$ cat src/rtl/core/undo_redo_history_buffer_assert.svh
// ---------------------------------------------------------------------------
// undo_redo_history_buffer_assert
// assertion macros for the undo/redo history buffer
// ---------------------------------------------------------------------------
`ifndef UNDO_REDO_HISTORY_BUFFER_ASSERT_SVH
`define UNDO_REDO_HISTORY_BUFFER_ASSERT_SVH

// consequent holds in the same cycle
`define URH_ASSERT_NOW(label, clock, reset, ante, cons) \
  label: assert property (@(posedge clock) disable iff (reset) (ante) |-> (cons)) \
    else $error("history buffer check failed");

// consequent holds in the next cycle
`define URH_ASSERT_NEXT(label, clock, reset, ante, cons) \
  label: assert property (@(posedge clock) disable iff (reset) (ante) |=> (cons)) \
    else $error("history buffer sequencing check failed");

`endif

$ cat src/rtl/core/urh_pkg.sv
// ---------------------------------------------------------------------------
// urh_pkg
// types and constants shared by the undo/redo history buffer
// ---------------------------------------------------------------------------
`default_nettype none

package urh_pkg;

  localparam int DEPTH      = 16;
  localparam int WORD_BITS  = 32;
  localparam int ADDR_BITS  = $clog2(DEPTH);
  localparam int CNT_BITS   = $clog2(DEPTH + 1);
  localparam int CAP_BITS   = 4;
  localparam logic [CAP_BITS-1:0] CAP_RESET = CAP_BITS'(15);

  typedef enum logic [1:0] {
    CMD_SAVE = 2'd0,
    CMD_UNDO = 2'd1,
    CMD_REDO = 2'd2,
    CMD_READ = 2'd3
  } cmd_t;

  typedef enum logic {
    ST_IDLE,
    ST_RESP
  } state_t;

  typedef struct packed {
    cmd_t                 cmd;
    logic [WORD_BITS-1:0] entry_data;
    logic [ADDR_BITS-1:0] index;
  } request_t;

  typedef struct packed {
    logic [WORD_BITS-1:0] data_out;
    logic                 valid_res;
    logic                 out_of_range;
    logic [CNT_BITS-1:0]  cursor_pos;
    logic [CNT_BITS-1:0]  stored_count;
  } response_t;

endpackage

`default_nettype wire

$ cat src/rtl/core/undo_redo_history_buffer.sv
// latency: a result strobes on done in the cycle right after start is taken
// a new request is taken only in the idle state; start is ignored while busy
// busy is high for the one result cycle; the receiver cannot stall
// reset: synchronous rst empties the history, clears the cursor and sets capacity to 15
// the ring memory itself is not cleared; entries are only read below the count
// ---------------------------------------------------------------------------
// undo_redo_history_buffer
// bounded undo/redo history kept in a ring memory with a cursor
// ---------------------------------------------------------------------------
`default_nettype none

module undo_redo_history_buffer (
  input  wire                               clk,
  input  wire                               rst,
  input  wire                               start,
  output logic                              busy,
  input  wire  urh_pkg::request_t           request,
  output logic                              done,
  output urh_pkg::response_t                response,
  input  wire                               cfg_valid,
  output logic                              cfg_ready,
  input  wire  [urh_pkg::CAP_BITS-1:0]      cfg_data
);

  localparam int AW = urh_pkg::ADDR_BITS;
  localparam int CW = urh_pkg::CNT_BITS;
  localparam int WW = urh_pkg::WORD_BITS;

  logic [WW-1:0] mem [urh_pkg::DEPTH];

  urh_pkg::state_t state, state_next;

  logic [CW-1:0]                count, count_next;
  logic [CW-1:0]                cursor, cursor_next;
  logic [AW-1:0]                oldest, oldest_next;
  logic [urh_pkg::CAP_BITS-1:0] capacity;

  logic [WW-1:0] rdata;
  logic [WW-1:0] res_word;
  logic          res_save;
  logic          res_valid;
  logic          res_oor;

  logic          accept;
  logic          mem_we;
  logic [AW-1:0] waddr;
  logic [AW-1:0] raddr;
  logic          hit_valid;
  logic          hit_oor;

  logic [CW-1:0] c1, c2, cur1, cur_step, rpos;
  logic [AW-1:0] o1, o2;

  assign accept    = start && (state == urh_pkg::ST_IDLE);
  assign cfg_ready = (state == urh_pkg::ST_IDLE);

  always_ff @(posedge clk) begin
    if (rst) begin
      state    <= urh_pkg::ST_IDLE;
      count    <= '0;
      cursor   <= '0;
      oldest   <= '0;
      capacity <= urh_pkg::CAP_RESET;
    end else begin
      state <= state_next;
      if (accept) begin
        count  <= count_next;
        cursor <= cursor_next;
        oldest <= oldest_next;
      end
      if (cfg_valid && cfg_ready) begin
        capacity <= cfg_data;
      end
    end
  end

  // result fields for the response cycle
  always_ff @(posedge clk) begin
    if (accept) begin
      res_word  <= request.entry_data;
      res_save  <= (request.cmd == urh_pkg::CMD_SAVE);
      res_valid <= hit_valid;
      res_oor   <= hit_oor;
    end
  end

  always_ff @(posedge clk) begin
    if (mem_we) begin
      mem[waddr] <= request.entry_data;
    end
    rdata <= mem[raddr];
  end

  // save path: evict if over capacity, truncate, evict again if the ring is full, append
  always_comb begin
    if (count > {1'b0, capacity}) begin
      o1   = oldest + AW'(1);
      c1   = count - CW'(1);
      cur1 = (cursor != '0) ? cursor - CW'(1) : '0;
    end else begin
      o1   = oldest;
      c1   = count;
      cur1 = cursor;
    end
    c2 = (cur1 < c1) ? cur1 : c1;
    o2 = o1;
    if (c2 >= CW'(urh_pkg::DEPTH)) begin
      o2 = o1 + AW'(1);
      c2 = c2 - CW'(1);
    end
  end

  always_comb begin
    if (request.cmd == urh_pkg::CMD_UNDO) begin
      cur_step = (cursor > CW'(1)) ? cursor - CW'(1) : cursor;
    end else begin
      cur_step = (cursor < count) ? cursor + CW'(1) : cursor;
    end
    rpos = cur_step - CW'(1);
  end

  always_comb begin
    count_next  = count;
    cursor_next = cursor;
    oldest_next = oldest;
    mem_we      = 1'b0;
    waddr       = o2 + c2[AW-1:0];
    raddr       = oldest;
    hit_valid   = 1'b0;
    hit_oor     = 1'b0;
    unique case (request.cmd)
      urh_pkg::CMD_SAVE: begin
        mem_we      = accept;
        oldest_next = o2;
        count_next  = c2 + CW'(1);
        cursor_next = c2 + CW'(1);
        hit_valid   = 1'b1;
      end
      urh_pkg::CMD_READ: begin
        raddr = oldest + request.index;
        if (count != '0) begin
          if ({1'b0, request.index} < count) begin
            hit_valid = 1'b1;
          end else begin
            hit_oor = 1'b1;
          end
        end
      end
      urh_pkg::CMD_UNDO, urh_pkg::CMD_REDO: begin
        cursor_next = cur_step;
        raddr       = oldest + rpos[AW-1:0];
        if (count != '0) begin
          if ((cur_step != '0) && (rpos < count)) begin
            hit_valid = 1'b1;
          end else begin
            hit_oor = 1'b1;
          end
        end
      end
      default: begin
      end
    endcase
  end

  always_comb begin
    state_next = state;
    unique case (state)
      urh_pkg::ST_IDLE: if (accept) state_next = urh_pkg::ST_RESP;
      urh_pkg::ST_RESP: state_next = urh_pkg::ST_IDLE;
      default:          state_next = urh_pkg::ST_IDLE;
    endcase
  end

  assign busy = (state != urh_pkg::ST_IDLE);
  assign done = (state == urh_pkg::ST_RESP);

  always_comb begin
    response.data_out     = '0;
    if (res_valid) begin
      response.data_out   = res_save ? res_word : rdata;
    end
    response.valid_res    = res_valid;
    response.out_of_range = res_oor;
    response.cursor_pos   = cursor;
    response.stored_count = count;
  end

`include "undo_redo_history_buffer_assert.svh"

  `URH_ASSERT_NEXT(a_accept_done, clk, rst, accept, done && busy)
  `URH_ASSERT_NOW(a_count_max, clk, rst, done, response.stored_count <= CW'(urh_pkg::DEPTH))
  `URH_ASSERT_NOW(a_cursor_max, clk, rst, done, response.cursor_pos <= response.stored_count)
  `URH_ASSERT_NOW(a_invalid_zero, clk, rst, done && !response.valid_res, response.data_out == '0)
  `URH_ASSERT_NOW(a_flags_exclusive, clk, rst, done, !(response.valid_res && response.out_of_range))

endmodule

`default_nettype wire
$ cat config.mk
export PLATFORM = sky130hd
export DESIGN_NAME = undo_redo_history_buffer
export DESIGN_NICKNAME = d
export VERILOG_FILES = /design/src/rtl/core/urh_pkg.sv /design/src/rtl/core/undo_redo_history_buffer.sv
export VERILOG_INCLUDE_DIRS = /design/src /design/src/rtl/core
export SDC_FILE = /design/constraint.sdc
export NUM_CORES = 1
export LEC_CHECK = 0
export BUFFER_PORTS_ARGS = -buffer_cell sky130_fd_sc_hd__buf_2
export CAP_MARGIN = 10
export CORE_MARGIN = 2
export CORE_UTILIZATION = 50
export DETAILED_ROUTE_END_ITERATION = 8
export PLACE_DENSITY = 0.67
export SETUP_SLACK_MARGIN = 0.15
export SYNTH_ARGS = -nofsm -noshare
export SYNTH_HDL_FRONTEND = slang
export SYNTH_SLANG_ARGS = --single-unit
$ cat constraint.sdc
create_clock -name clk -period 14.8 [get_ports clk]
set_input_delay 1.48 -clock clk [delete_from_list [all_inputs] [get_ports clk]]
set_output_delay 1.48 -clock clk [all_outputs]
set_load 0.1 [all_outputs]
==> run summary <==
In the finished design, the share of the clock period the worst path needs comes to 49.06%. The initial cell density of the core is a little over 50%. Of all nets on the critical path, the largest fanout is 32. The total of max-cap violations is 0. The number of antenna diodes is 0. The worst setup path is launched from a flip-flop. The fill cell total of the finished layout is 3618.

The buffer depth of the longest clock path came out at 3. TritonCTS built the clock tree. After routing, the total negative slack on setup checks comes to 0 ns. The top cell types in the final layout, fill and taps aside, are 547 x sky130_fd_sc_hd__edfxtp_1, 131 x sky130_fd_sc_hd__mux2i_1, 128 x sky130_fd_sc_hd__mux4_2, 92 x sky130_fd_sc_hd__buf_2, 60 x sky130_fd_sc_hd__clkbuf_16. The detailed router finished its first iteration with around 1200 violations.

Post-CTS timing repair inserted 0 buffers for setup. The root buffer cell chosen for the clock tree is sky130_fd_sc_hd__clkbuf_16. Entering global routing, the biggest net connects 69 pins. The shortest period the worst path allows is 7.260 ns. The post-layout utilization of the core is 57.14%. The detail-routed net length per standard cell is between 20 and 30 um. The worst register-to-register path has a depth of 20.

The hold-critical path depth is 3. For this run, design rule violations remaining after detail routing come to 0. The ratio of cells with drive above 1 in the final layout is 24.59%.

The height of the die is ~230 um. The synthesized netlist contains 69 unique library cells. The final hold violation count came out at 0.

In this run the count of I/O pins placed on the die edge is 93. The top cell type's share of synthesized area is 66.84%. After synthesis, the cell types taking the most area are sky130_fd_sc_hd__edfxtp_1 67%, sky130_fd_sc_hd__mux4_2 12%, sky130_fd_sc_hd__mux2i_1 5.4%. The cell at the slowest stage of the critical path is sky130_fd_sc_hd__nor2_4. The number of nets in the layout came out at 1513. Across the routed clock network, the largest skew measured is ~0.018 ns.

The clock-pin slew on the worst setup and hold paths came out at 0.07 ns. The critical path is of the flip-flop to flip-flop type. The number of routed nets with antenna violations came out at 0. Summed over all cells, the static leakage comes to 9.643 nW.

CTS saw 598 sinks. The synthesized design contains around 600 register bits. The min-delay analysis places its worst path in the category flip-flop to flip-flop. The cell total after placement came out at 2029. The latest clock arrival within the worst-skew pair came out at 0.62 ns. The post-detailed-route via-to-cell ratio is 5.862. Traced cell by cell, the critical path runs through inv_1, ha_1, and4b_1, a2111o_1, nand2_1, a21oi_1, inv_1, ha_1, nand2_1, a21oi_1, a311o_1, maj3_2, a31oi_4, mux2i_1, inv_1, ha_1, a31oi_1, nand2_1, xnor2_2, nor2_4. The routability-driven placement congestion ratio came out at 0.8581.

The routed layout has 12570 vias. The sequential cell area fraction in the yosys report came out at 70.99%. The first global-routing pass estimated 82.01 mm of wire.

For the worst setup path, the data required time is 15.02 ns. The max-slew violation count came out at 0. The post-synth net total is about 1400.

The post-CTS resize count came out at 0. The async set-reset flop share out of synthesis came out at 0%. The horizontal die dimension is approximately 230 um. The flow ran to the end, and the final reports show no timing, DRC or antenna violations.

The power density relative to cell area is 164.7 nW/um2. The number of cells produced by synthesis came out at approximately 1300. The Yosys warning count came out at 0. The final number of setup-violating endpoints came out at 0. The number of antenna violations at the first check in global routing was 2. VDD sags by at most 0.09679 mV. The worst setup path is captured at a flip-flop. The library cell used most frequently in the layout, excluding fill and tap cells, is sky130_fd_sc_hd__edfxtp_1. The number of CTS-inserted buffers is 59.

The final wirelength is about 55 mm. The synthesized design spends more area on one cell type than any other, namely sky130_fd_sc_hd__edfxtp_1. The summed instance area of the synthesized netlist is approximately 25000 um2. The total core area is 48750 um2. The cell area reported after detailed placement is 25940 um2. The via count of the first global-routing pass came to 12390. The total power is 4.586 mW. The final non-filler cell total came out at 2144. The delay of the slowest cell on the worst path came out at 1.03 ns. The count of TritonRoute iterations in the first routing pass came out at 5.

The actual transition at the worst max-transition pin is 1.206 ns. For this run, the leading register cell type out of synthesis is sky130_fd_sc_hd__edfxtp_1. The remaining max-slew budget at the tightest pin came out at 19.44%. The remaining global-route overflow is 0. The top achievable clock speed is 137.7 MHz. Compared with the post-synthesis result, the final layout area differs by 13.33%. The quantity of hold-fixing buffers added after cts came out at 0. The number of placement rows is 81. The number of buffer cells added on primary ports came out at 92.

Global routing consumed, over all layers together, 22.16% of the routing resources. The number of enable-type register cells in the synthesized netlist is 547. The H-tree was split into 2 levels. The die covers 50940 um2. The average cell area after synthesis is about 19 um2. STA puts the critical path data arrival time at about 7.5 ns.

Detailed placement finished with a half-perimeter wire length of approximately 34 mm. Setup repair after global routing left no endpoint under its margin. The final cell area excluding filler cells came out at 27850 um2.
critical path: cells and delay by family, from the launching register on:
kind	cells	cell delay, ns
AOI/OAI and AO/OA	6	1.75
DFF	1	0.53
muxes	1	0.46
adders and majority gates	4	1.31
buffers and inverters	3	0.49
and+or+nand+nor	5	1.88
xor gates and xnor gates	1	0.41
layer usage:
| metal | GRT usage (%) | up-vias | share of wire [%] |
|---|---|---|---|
| li1 | - | 5524 | - |
| met1 | 35.48 | 6555 | 48 |
| met2 | 31.44 | 419 | 43 |
| met3 | 3.877 | 69 | 7.0 |
| met4 | 5.789 | 2 | 1.9 |
| met5 | 0 | - | 0.018 |
synth_stat cells (all sizes together) (2+ instances only):
| cell | number |
|---|---|
| a31oi | 8 |
| nor3b | 2 |
| o221ai | 2 |
| o211ai | 4 |
| mux2 | 4 |
| ha | 36 |
| nand3 | 7 |
| edfxtp | 547 |
| nand4 | 4 |
| and2 | 4 |
| inv | 28 |
| a21o | 9 |
| and3 | 3 |
| a211o | 4 |
| a311oi | 3 |
| nand2 | 43 |
| clkbuf | 46 |
| or3 | 2 |
| nand2b | 4 |
| mux4 | 128 |
| a211oi | 10 |
| xor2 | 8 |
| a21oi | 28 |
| o41ai | 2 |
| dfxtp | 51 |
| or2 | 2 |
| o21ai | 20 |
| buf | 19 |
| nor2b | 36 |
| o21a | 5 |
| a2111oi | 3 |
| nor4b | 4 |
| o22ai | 2 |
| mux2i | 133 |
| o31ai | 2 |
| xnor2 | 20 |
| nor3 | 13 |
| nor4 | 5 |
| nor2 | 55 |
worst paths after layout:
check / startpoint / end / slack, ns
worst max register to register: count[0] / mem[10][10] / 7.54
worst min-delay path: capacity[1] / capacity[1] / 0.57
worst min register to register: capacity[1] / capacity[1] / 0.57
worst max-delay path: count[0] / mem[10][10] / 7.54
logic make-up after synthesis:
group                    count (synthesis)  synth area share (%)
flip-flops                             598                 70.99
multiplexers                           265                 17.35
AND/OR/NAND/NOR                        187                 3.803
AO/OA/AOI/OAI                          113                 3.274
buffers and inverters                   94                 1.538
adder cells (fa/ha/maj)                 38                 1.960
XOR/XNOR                                28                 1.090
state kept, by name, summed over array words and instances, names as in the netlist:
signal,count
res_save,1
res_valid,1
res_oor,1
cursor,5
res_word,32
count,5
busy,1
mem,512
rdata,32
oldest,4
capacity,4
area by class of cell:
cell class / count / area, um2 / share of cell area [%]
Clock buffer: 80 / 1617 / 5.804
Clock inverter: 31 / 219.0 / 0.7861
Inverter: 29 / 108.9 / 0.3908
Multi-Input combinational cell: 631 / 6920 / 24.85
Sequential cell: 598 / 17450 / 62.64
Tap cell: 664 / 830.8 / 2.983
Timing Repair Buffer: 111 / 710.7 / 2.552
where the power goes:
| part | switching (mW) | internal (mW) | leakage [nW] | total [mW] |
|---|---|---|---|---|
| registers | 0.0618 | 1.94 | 5.37 | 2.00 |
| logic | 0.727 | 0.448 | 3.38 | 1.18 |
| clock network | 0.622 | 0.786 | 0.894 | 1.41 |
stage by stage:
| step | hold WS [ns] | setup slack (ns) |
|---|---|---|
| 6_report | 0.5653 | 7.540 |
| 5_1_grt | 0.6183 | 7.174 |
| 4_1_cts | 0.5687 | 7.582 |
| 3_5_place_dp | 0.5524 | 7.605 |
| 3_3_place_gp | 0.5497 | 7.592 |
| 2_1_floorplan | 0.5181 | 7.573 |
Power figures use the tool's default switching activity.
